==> src/hdl/cmst_pkg.sv <==
// Package for the counted multiset table: sizes, codes, request/response
// structs and the control/link types shared by the top level and its cells.
// No dependencies.
`timescale 1ns / 1ps
`default_nettype none

package cmst_pkg;

  localparam int CAPACITY = 64;
  localparam int ELEM_W   = 32;
  localparam int COUNT_W  = 16;

  localparam int IDX_W    = (CAPACITY > 1) ? $clog2(CAPACITY) : 1;
  localparam int USED_W   = $clog2(CAPACITY + 1);
  localparam int TOTAL_W  = 23;

  // Request and response payload widths are fixed by the interface.
  localparam int CMD_W      = 2;
  localparam int ELEMENT_W  = 32;
  localparam int STATUS_W   = 2;
  localparam int OCC_W      = 16;
  localparam int DISTINCT_W = 7;
  localparam int TOTAL_OUT_W = 22;

  typedef enum logic [CMD_W-1:0] {
    CMD_ADD    = 2'd0,
    CMD_REMOVE = 2'd1,
    CMD_LOOKUP = 2'd2
  } cmd_e;

  typedef enum logic [STATUS_W-1:0] {
    STAT_OK        = 2'd0,
    STAT_NOT_FOUND = 2'd1,
    STAT_FULL      = 2'd2,
    STAT_SATURATED = 2'd3
  } status_e;

  typedef enum logic {
    FSM_IDLE   = 1'b0,
    FSM_UPDATE = 1'b1
  } fsm_e;

  typedef struct packed {
    logic [CMD_W-1:0]     command;
    logic [ELEMENT_W-1:0] element;
  } in_req_t;

  typedef struct packed {
    logic [STATUS_W-1:0]    status;
    logic                   present;
    logic [OCC_W-1:0]       occurrences;
    logic [DISTINCT_W-1:0]  distinct_count;
    logic [TOTAL_OUT_W-1:0] total_count;
    logic                   is_empty;
  } out_rsp_t;

  // Broadcast from the controller to every cell.
  typedef struct packed {
    logic              capture;  // latch match result against key
    logic              update;   // apply the operation this cycle
    logic              add;
    logic              rem;
    logic              append;   // write key into the first free slot
    logic [USED_W-1:0] used;
  } cmst_ctrl_t;

  // Passed left to right along the chain.
  typedef struct packed {
    logic               shift;   // a slot at or left of here is deleted
    logic               found;
    logic [COUNT_W-1:0] cnt;     // count of the matching slot, else zero
  } cmst_link_t;

endpackage

`default_nettype wire

==> src/hdl/cmst_cell.sv <==
// One slot of the counted multiset table: value, count and match flag.
// Depends on cmst_pkg.
`timescale 1ns / 1ps
`default_nettype none

module cmst_cell import cmst_pkg::*; (
  input  logic               clk_i,
  input  logic               rst_ni,
  input  logic [IDX_W-1:0]   idx_i,
  input  cmst_ctrl_t         ctrl_i,
  input  logic [ELEM_W-1:0]  key_i,
  input  cmst_link_t         link_i,
  output cmst_link_t         link_o,
  input  logic [ELEM_W-1:0]  nb_val_i,
  input  logic [COUNT_W-1:0] nb_cnt_i,
  output logic [ELEM_W-1:0]  val_o,
  output logic [COUNT_W-1:0] cnt_o
);

  logic [ELEM_W-1:0]  val_q, val_d;
  logic [COUNT_W-1:0] cnt_q, cnt_d;
  logic               hit_q;
  logic               occupied, match, del, at_tail, sat;

  assign occupied = USED_W'(idx_i) < ctrl_i.used;
  assign at_tail  = USED_W'(idx_i) == ctrl_i.used;
  assign match    = occupied && (val_q == key_i);
  assign sat      = (cnt_q == {COUNT_W{1'b1}});
  // removing the last occurrence (or a stray zero count) frees the slot
  assign del      = hit_q && ctrl_i.rem && (cnt_q <= COUNT_W'(1));

  assign link_o.shift = link_i.shift | del;
  assign link_o.found = link_i.found | hit_q;
  assign link_o.cnt   = link_i.cnt | (hit_q ? cnt_q : '0);

  assign val_o = val_q;
  assign cnt_o = cnt_q;

  always_comb begin
    val_d = val_q;
    cnt_d = cnt_q;
    if (ctrl_i.update) begin
      if (link_o.shift) begin
        val_d = nb_val_i;
        cnt_d = nb_cnt_i;
      end else if (hit_q && ctrl_i.add && !sat) begin
        cnt_d = cnt_q + COUNT_W'(1);
      end else if (hit_q && ctrl_i.rem && (cnt_q != '0)) begin
        cnt_d = cnt_q - COUNT_W'(1);
      end else if (ctrl_i.append && at_tail) begin
        val_d = key_i;
        cnt_d = COUNT_W'(1);
      end
    end
  end

  always_ff @(posedge clk_i) begin
    val_q <= val_d;
    cnt_q <= cnt_d;
  end

  always_ff @(posedge clk_i or negedge rst_ni) begin
    if (!rst_ni) begin
      hit_q <= 1'b0;
    end else if (ctrl_i.capture) begin
      hit_q <= match;
    end
  end

endmodule

`default_nettype wire

==> config.mk <==
export PLATFORM = sky130hd
export DESIGN_NAME = cmst_cell
export DESIGN_NICKNAME = d
export VERILOG_FILES = /design/src/hdl/cmst_pkg.sv /design/src/hdl/cmst_cell.sv
export SDC_FILE = /design/constraint.sdc
export NUM_CORES = 1
export LEC_CHECK = 0
export BUFFER_PORTS_ARGS = -buffer_cell sky130_fd_sc_hd__buf_2
export CAP_MARGIN = 40
export CELL_PAD_IN_SITES_DETAIL_PLACEMENT = 0
export CELL_PAD_IN_SITES_GLOBAL_PLACEMENT = 1
export CORE_MARGIN = 4
export CORE_UTILIZATION = 34
export DETAILED_ROUTE_END_ITERATION = 8
export PLACE_DENSITY = 0.85
export SLEW_MARGIN = 20
export SYNTH_ARGS = -nofsm -noshare
export SYNTH_HDL_FRONTEND = slang
export SYNTH_SLANG_ARGS = --single-unit
==> constraint.sdc <==
create_clock -name clk_i -period 4.2 [get_ports clk_i]
set_input_delay 0.63 -clock clk_i [delete_from_list [all_inputs] [get_ports clk_i]]
set_output_delay 0.63 -clock clk_i [all_outputs]
set_load 0.02 [all_outputs]
==> impl_metrics.yaml, run 1 <==
placed_design:
  io_buffers: 183
  pre_cts_slack_ns: 1.39
  place_area_um2: 4640
  place_hpwl_um: 8920
  place_congestion: 0.837
synthesis:
  synth-edff-count: 48
  ys.flop_type: "edfxtp_1"
  ys_warn_count: 0
  synth_seq_cells: 49
  netlist_area_um2: 3630
  ys_types: 46
  syn_inst: 338
  synthArstFlopShare: 0.0204
  ys_seq_area_frac: 0.404
  avgSynthCellArea_um2: 10.7
  syn-num-nets: 465
route:
  drt_iter0_markers: 117
  firstDrtPassIters: 4
  routed_wl_um: 11000
  routedWlPerCell_um: 16.9
  drtAntennaViolNets: 0
  viasPerCell: 4.96
  drc: 0
  vias: 3211
cts:
  clk_pin_slew_ns: 0.09
  cts_resized: 0
  h-tree-depth: 2
  clk_path_buf_depth: 2
  cts_buffers: 5
  clock-sinks: 49
  clk_latency_ns: 0.31
  cts-root-buf: "clkbuf_8"
  cts_hold_buf: 0
  postCtsSetupBuffers: 0
  cts_tree: "done"
die:
  coreArea_um2: 10400
  dieArea_um2: 12400
  start_util: 0.350
  rows: 37
  ios: 184
  die_x_um: 111
  die_y_um: 111
sta:
  whs_ns: 0.0817
  maxSlewViolCount: 0
  fin_crit_sh: 0.677
  final.setup_skew_ns: 0.0105
  slew_headroom: 0.497
  fmax_ghz: 0.352
  finalWorstSetupSlack_ns: 1.36
  fin_setup_tns_ns: 0
  min_period_ns: 2.84
  tightest_slew_ns: 0.754
  hold_viol: 0
  rsz0062_at_grt: "no"
  setup_viol: 0
worst_setup_path:
  rr_worst_depth: 6
  cp.arrival_ns: 2.81
  r2r_slack_ns: 1.36
  cpPeakStageDelay_ns: 0.60
  r2r-end: "val_o[28]$_DFFE_PP_"
  crit_path_end_kind: "register"
  startpoint_type: "register"
  crit_required_ns: 4.17
  reg2reg_from: "cnt_o[4]$_DFFE_PP_"
  cp_max_fo: 32
  worstSetupPathType: "register to register"
  critPathSlowestCell: "edfxtp_1"
  worstPathCellList: "nor4_4, nand3_2, o41ai_4, nand3_1, a21boi_4, buf_4"
power_and_ir_drop:
  seqPwrFrac: 0.515
  p_per_area_nw_per_um2: 245
  peakVddDrop_uv: 170
  power.switching_w: 0.000344
  p_leak_nw: 2.03
  clockPowerShare: 0.251
  internal_power_w: 0.000819
  p_comb_frac: 0.235
  switching_share: 0.296
global_route:
  grt_pass1_vias: 3505
  grt_pass1_wl_um: 17300
  grt_use_total: 0.173
  grt_start_max_net_pins: 41
  antenna_found_initial: 0
  grt_remaining_overflow: 0
run_status:
  outcome: "finished, final reports clean"
finish:
  final_net_count: 638
  final_cell_mix: "buf_2, edfxtp_1, xnor2_1, nor2_1, mux2_2"
  layout-drive-gt1-share: 0.471
  area_delta_synth_final_pct: 30.7
  final_common_cell: "buf_2"
  n_antenna_cell: 0
  fin_area_um2: 4740
  fin_util: 0.457
run:
  cap_violations: 0
min_path:
  hp-class: "primary input to async pin"
[worst max path at each step]
stage                  startpoint             endpoint  depth (start not counted)
6_report       cnt_o[4]$_DFFE_PP_  val_o[28]$_DFFE_PP_                          6
5_1_grt        cnt_o[4]$_DFFE_PP_  val_o[28]$_DFFE_PP_                          6
4_1_cts        cnt_o[4]$_DFFE_PP_  val_o[28]$_DFFE_PP_                          6
3_5_place_dp   cnt_o[4]$_DFFE_PP_   val_o[2]$_DFFE_PP_                          6
3_3_place_gp   cnt_o[4]$_DFFE_PP_   val_o[2]$_DFFE_PP_                          6
2_1_floorplan  cnt_o[5]$_DFFE_PP_   val_o[0]$_DFFE_PP_                          7
[logic make-up (layout without fill, tap and decap cells)]
logic type | after synthesis | in the layout | synth area share
fa+ha+maj | 9 | 9 | 0.0311
simple gates | 89 | 89 | 0.128
flops | 49 | 49 | 0.404
buf+inv | 38 | 212 | 0.0545
mux | 33 | 33 | 0.109
compound gates | 63 | 63 | 0.136
xor+xnor | 57 | 57 | 0.138
[routing by layer]
layer	global-route usage	share of wire	routed length [µm]
met3	0.0666	0.098	1080
met1	0.197	0.39	4270
met4	0.0446	0.011	121
met2	0.303	0.50	5510
met5	0	0	0
[cell type report]
cell class                 count  area [µm²]
tap                          136         170
inverter                      15        56.3
clock buffer                   5        68.8
clock inverter                 3        21.3
multi-input combinational    251        1990
timing repair buffer         189         965
fill                        1037        5630
sequential                    49        1470
[worst max-delay path, delay by kind of cell, from the launching register on]
| kind | cells | cell delay [ns] |
|---|---|---|
| AOI/OAI and AO/OA | 2 | 0.66 |
| buffers and inverters | 1 | 0.38 |
| DFF | 1 | 0.60 |
| and+or+nand+nor | 3 | 0.85 |
[stage by stage]
step | power, W | instances
2_1_floorplan | 0.000767 | 338
5_1_grt | 0.00122 | 648
4_1_cts | 0.00118 | 647
3_3_place_gp | 0.000879 | 639
3_5_place_dp | 0.000885 | 639
6_report | 0.00116 | 648
[power groups by stage]
stage | Combinational, W | Sequential [W] | Clock, W
after floorplan | 0.000144 | 0.000623 | 0
after global placement | 0.000271 | 0.000608 | 0
after detailed placement | 0.000275 | 0.000610 | 0
after CTS | 0.000276 | 0.000599 | 0.000303
after global routing | 0.000299 | 0.000604 | 0.000320
final | 0.000273 | 0.000599 | 0.000292
[flip-flops by register name, summed over array words and instances (netlist names)]
| name | flops |
|---|---|
| hit_q | 1 |
| val_o | 32 |
| cnt_o | 16 |
[cells in the mapped netlist, types with 2 or more instances]
cell | instances | area (µm²)
edfxtp_1 | 48 | 1440
xnor2_1 | 46 | 403
nor2_1 | 27 | 101
mux2_2 | 21 | 236
a21oi_1 | 18 | 90.1
a21o_1 | 17 | 128
inv_1 | 15 | 56.3
nand4_1 | 13 | 81.3
nand2_1 | 12 | 45.0
buf_2 | 11 | 55.1
xor2_1 | 11 | 96.3
ha_1 | 9 | 113
nor3_1 | 9 | 45.0
a22oi_2 | 8 | 100
nand3_1 | 7 | 35.0
mux2_1 | 6 | 67.6
mux2_4 | 6 | 90.1
nor4_1 | 6 | 37.5
buf_6 | 5 | 56.3
o21ai_0 | 5 | 25.0
clkbuf_1 | 4 | 15.0
and3_1 | 3 | 18.8
a22oi_1 | 2 | 15.0
a31oi_1 | 2 | 12.5
and2_1 | 2 | 12.5
buf_1 | 2 | 7.51
nor2_2 | 2 | 12.5
or2_2 | 2 | 12.5
or4_1 | 2 | 15.0
Power figures use the tool's default switching activity.
==> run 2, diff against run 1 <==
--- a/config.mk
+++ b/config.mk
@@ -10,9 +10,9 @@
 export CELL_PAD_IN_SITES_DETAIL_PLACEMENT = 0
 export CELL_PAD_IN_SITES_GLOBAL_PLACEMENT = 1
 export CORE_MARGIN = 4
-export CORE_UTILIZATION = 34
+export CORE_UTILIZATION = 31
 export DETAILED_ROUTE_END_ITERATION = 8
-export PLACE_DENSITY = 0.85
+export PLACE_DENSITY = 0.82
 export SLEW_MARGIN = 20
 export SYNTH_ARGS = -nofsm -noshare
 export SYNTH_HDL_FRONTEND = slang
==> constraint.sdc (replaced) <==
create_clock -name clk_i -period 2.44 [get_ports clk_i]
set_input_delay 0.366 -clock clk_i [delete_from_list [all_inputs] [get_ports clk_i]]
set_output_delay 0.366 -clock clk_i [all_outputs]
set_load 0.02 [all_outputs]
==> run 2 against run 1 <==
Against the previous run: total power up 110%; sequential share of layout area shrank 2.3 points; worst hold slack improved by 0.18 ns; critical endpoint is now link_o[17]; clock power grew to 3.2 times the previous value.
==> impl_metrics.yaml, run 2 (synthesis gave the netlist of run 1 again) <==
finish:
  final_cell_mix: "buf_2, edfxtp_1, xnor2_1, buf_4, nor2_1"
  n_antenna_cell: 0
  fin_area_um2: 5130
  nFillCells: 1126
  final_net_count: 664
  layout-drive-gt1-share: 0.504
  fin_util: 0.449
  area_delta_synth_final_pct: 41.4
  largest_reg_flops: 32
  final_common_cell: "buf_2"
min_path:
  holdCritStartpoint: "ctrl_i[11]"
  hp-class: "primary input to register"
worst_setup_path:
  startpoint_type: "register"
  worstSetupPathType: "register to primary output"
  cp_max_fo: 6
  crit_path_end_kind: "primary output"
  cp.arrival_ns: 2.05
  crit_required_ns: 2.07
  reg2reg_from: "cnt_o[7]$_DFFE_PP_"
  startpoint: "cnt_o[0]$_DFFE_PP_"
route:
  drc: 0
  drtAntennaViolNets: 0
  vias: 3335
  routedWlPerCell_um: 16.5
  drt_iter0_markers: 105
  viasPerCell: 4.90
  routed_wl_um: 11200
  firstDrtPassIters: 4
placed_design:
  io_buffers: 183
  place_congestion: 0.820
  place_hpwl_um: 8850
  pre_cts_slack_ns: 0.0364
  place_area_um2: 4830
run:
  cap_violations: 0
sta:
  maxSlewViolCount: 0
  fmax_ghz: 0.413
  fin_crit_sh: 0.992
  setup_viol: 0
  rsz0062_at_grt: "yes"
  finalWorstSetupSlack_ns: 0.0193
  fin_setup_tns_ns: 0
  tightest_slew_ns: 0.433
  min_period_ns: 2.42
  final.setup_skew_ns: 0.00575
  slew_headroom: 0.711
  hold_viol: 0
cts:
  h-tree-depth: 2
  cts_buffers: 5
  clk_pin_slew_ns: 0.07
  clk_latency_ns: 0.29
  clock-sinks: 49
  cts-root-buf: "clkbuf_16"
  clk_path_buf_depth: 2
  cts_tree: "done"
power_and_ir_drop:
  p_per_area_nw_per_um2: 480
  power.switching_w: 0.000637
  seqPwrFrac: 0.412
  clockPowerShare: 0.377
  p_leak_nw: 2.23
  p_comb_frac: 0.211
  peakVddDrop_uv: 388
  finalPower_w: 0.00246
  internal_power_w: 0.00182
  switching_share: 0.259
run_status:
  outcome: "finished, final reports clean"
die:
  rows: 39
  coreArea_um2: 11400
  die_y_um: 116
  start_util: 0.318
  die_x_um: 116
  dieArea_um2: 13500
  ios: 184
global_route:
  grt_remaining_overflow: 0
  antenna_found_initial: 0
  grt_start_max_net_pins: 52
  grt_pass1_wl_um: 17400
  grt_pass1_vias: 3520
  grt_use_total: 0.165
## run 2: final timing paths
path / endpoint / slack (ns) / cells after the start
max: link_o[17] / 0.02 / 6
min: hit_q$_DFFE_PN0P_ / 0.26 / 2
max reg2reg: val_o[25]$_DFFE_PP_ / 0.05 / 7
min reg2reg: hit_q$_DFFE_PN0P_ / 0.69 / 2
max in group asynchronous: hit_q$_DFFE_PN0P_ / 1.98 / 2
min in group asynchronous: hit_q$_DFFE_PN0P_ / 0.38 / 2
## run 2: critical path: stages, from the launching register on
cell and delay [ns]:
edfxtp_1 0.47, buf_4 0.18, ha_1 0.17, or2_2 0.32, a41oi_4 0.31, inv_1 0.12, buf_2 0.19
## run 2: what timing repair did
item,in CTS,in global routing
hold buffers,1,0
endpoints found under the setup margin,0,86
hold endpoints to repair,1,0
gates resized for setup,0,4
setup buffers,0,6
## run 2: power groups by stage
stage,combinational (W),clock (W),sequential [W]
after floorplan,0.000255,0,0.00107
after global placement,0.000506,0,0.00103
after detailed placement,0.000513,0,0.00103
after CTS,0.000516,0.000943,0.00101
after global routing,0.000572,0.000965,0.00102
final,0.000520,0.000926,0.00101
## run 2: layout make-up
| cell class | count | area (µm²) | area share |
|---|---|---|---|
| Sequential cell | 49 | 1470 | 0.286 |
| Clock buffer | 5 | 125 | 0.0244 |
| Inverter | 15 | 56.3 | 0.0110 |
| Tap cell | 143 | 179 | 0.0349 |
| Timing Repair Buffer | 215 | 1200 | 0.234 |
| Clock inverter | 3 | 68.8 | 0.0134 |
| Multi-Input combinational cell | 251 | 2030 | 0.396 |
## run 2: routing by layer
| metal | wire [µm] | GRT usage |
|---|---|---|
| met5 | 0 | 0 |
| met4 | 197 | 0.0464 |
| met3 | 1090 | 0.0591 |
| met2 | 5650 | 0.295 |
| met1 | 4310 | 0.184 |
## run 2: metrics by stage
stage	cells	hold WS, ns
2_1_floorplan	338	0.0704
6_report	681	0.261
3_3_place_gp	665	0.141
5_1_grt	681	0.273
4_1_cts	674	0.255
3_5_place_dp	665	0.143
==> run 3, diff against run 2 <==
--- a/config.mk
+++ b/config.mk
@@ -13,6 +13,7 @@
 export CORE_UTILIZATION = 31
 export DETAILED_ROUTE_END_ITERATION = 8
 export PLACE_DENSITY = 0.82
+export SETUP_SLACK_MARGIN = 0.5
 export SLEW_MARGIN = 20
 export SYNTH_ARGS = -nofsm -noshare
 export SYNTH_HDL_FRONTEND = slang
==> run 3 against run 2 <==
Against the previous run: via count increased by 4.6%; clock power decreased by 14%; global-route usage increased by 0.74 points; sequential share of layout area decreased by 1.8 points; combinational power increased by 12%; final cell count increased by 2.9%; largest power group unchanged.
==> impl_metrics.yaml, run 3 (synthesis gave the netlist of run 1 again) <==
worst_setup_path:
  rr_worst_depth: 9
  cp_max_fo: 8
  cp.arrival_ns: 2.30
  crit_path_end_kind: "register"
  worstSetupPathType: "register to register"
  startpoint_type: "register"
  crit_required_ns: 2.45
  r2r_slack_ns: 0.16
  r2r-end: "val_o[19]$_DFFE_PP_"
  reg2reg_from: "cnt_o[0]$_DFFE_PP_"
sta:
  fin_crit_sh: 0.936
  fmax_ghz: 0.438
  maxSlewViolCount: 0
  setup_viol: 0
  final.setup_skew_ns: 0.00307
  slew_headroom: 0.651
  tightest_slew_ns: 0.519
  whs_ns: 0.276
  rsz0062_at_grt: "yes"
  min_period_ns: 2.28
  hold_viol: 0
power_and_ir_drop:
  p_per_area_nw_per_um2: 437
  peakVddDrop_uv: 338
  finalPower_w: 0.00239
  p_leak_nw: 2.37
finish:
  final_common_cell: "buf_2"
  fin_util: 0.480
  final_net_count: 684
  largest_reg_flops: 32
  n_antenna_cell: 0
  area_delta_synth_final_pct: 51.1
  layout-drive-gt1-share: 0.554
  nFillCells: 1086
  final_cell_mix: "buf_2, edfxtp_1, xnor2_1, buf_4, nor2_1"
die:
  die_x_um: 116
  dieArea_um2: 13500
  ios: 184
  coreArea_um2: 11400
  start_util: 0.318
  rows: 39
  die_y_um: 116
route:
  routedWlPerCell_um: 17.4
  vias: 3490
  drtAntennaViolNets: 0
  drc: 0
  viasPerCell: 4.98
  firstDrtPassIters: 4
  drt_iter0_markers: 91
  routed_wl_um: 12200
global_route:
  grt_pass1_wl_um: 18200
  grt_start_max_net_pins: 33
  grt_use_total: 0.172
  antenna_found_initial: 2
  grt_remaining_overflow: 0
  grt_pass1_vias: 3726
placed_design:
  place_hpwl_um: 9220
  io_buffers: 183
  place_congestion: 0.851
min_path:
  hold_depth: 2
  hp-class: "primary input to register"
  holdCritStartpoint: "ctrl_i[11]"
  holdPathEnd: "hit_q$_DFFE_PN0P_"
cts:
  cts-root-buf: "clkbuf_16"
  h-tree-depth: 2
  clk_path_buf_depth: 2
  cts_buffers: 5
  clock-sinks: 49
  clk_pin_slew_ns: 0.07
  cts_tree: "done"
  clk_latency_ns: 0.29
run_status:
  outcome: "finished, final reports clean"
run:
  cap_violations: 0
run 3: repair_timing:
action                                 4_1_cts  5_1_grt
pin swaps                                   11       10
hold buffers                                 1        0
setup buffers                                8       10
gates cloned                                 1        6
setup endpoints to repair                   97       97
endpoints found under the hold margin        1        0
gates resized for setup                     15       21
run 3: worst max-delay path by stage:
stage / start / endpoint / slack (ns) / cells past startpoint
floorplan: cnt_o[6]$_DFFE_PP_ / val_o[0]$_DFFE_PP_ / -0.24 / 6
global placement: cnt_o[4]$_DFFE_PP_ / val_o[26]$_DFFE_PP_ / 0.17 / 6
detailed placement: cnt_o[0]$_DFFE_PP_ / val_o[5]$_DFFE_PP_ / 0.07 / 7
CTS: cnt_o[7]$_DFFE_PP_ / val_o[3]$_DFFE_PP_ / 0.13 / 6
global route: cnt_o[10]$_DFFE_PP_ / val_o[10]$_DFFE_PP_ / 0.07 / 7
finish: cnt_o[0]$_DFFE_PP_ / val_o[19]$_DFFE_PP_ / 0.16 / 9
run 3: per-layer routing:
layer,track usage,vias up,share of wire
met3,0.0648,26,0.092
met1,0.182,1636,0.38
met2,0.313,146,0.51
met4,0.0580,4,0.022
met5,0,-,0.0013
li1,-,1678,-
run 3: final cells by class:
class                   instances  area, µm²  area share
multi-input cells             252       2150       0.392
well taps                     143        179      0.0326
clock inverters                 2       33.8     0.00616
flip-flops and latches         49       1470       0.268
clock buffers                   6        129      0.0235
inverters                      15       60.1      0.0110
repair buffers                234       1470       0.267
run 3: report_power, final:
group	leakage, nW	switching, W	internal [W]	total [W]
Clock	0.0785	0.000318	0.000482	0.000800
Combinational	1.82	0.000285	0.000296	0.000581
Sequential	0.466	0.0000357	0.000978	0.00101
Total	2.37	0.000639	0.00176	0.00239
run 3: critical path, stage by stage, from the launching register on:
cell and delay (ns):
edfxtp_1 0.46, buf_4 0.17, ha_4 0.13, nand4_1 0.15, nor2_2 0.24, a41o_1 0.25, nand3_2 0.11, a21boi_4 0.20
buf_12 0.14, clkbuf_16 0.15
run 3: stage by stage:
stage | setup TNS, ns | setup WS, ns | cell area (µm²) | cells
3_3_place_gp | 0 | 0.172 | 4870 | 667
4_1_cts | 0 | 0.129 | 5180 | 685
3_5_place_dp | 0 | 0.0659 | 4870 | 667
6_report | 0 | 0.156 | 5480 | 701
2_1_floorplan | -7.60 | -0.237 | 3750 | 338
5_1_grt | 0 | 0.0711 | 5480 | 701
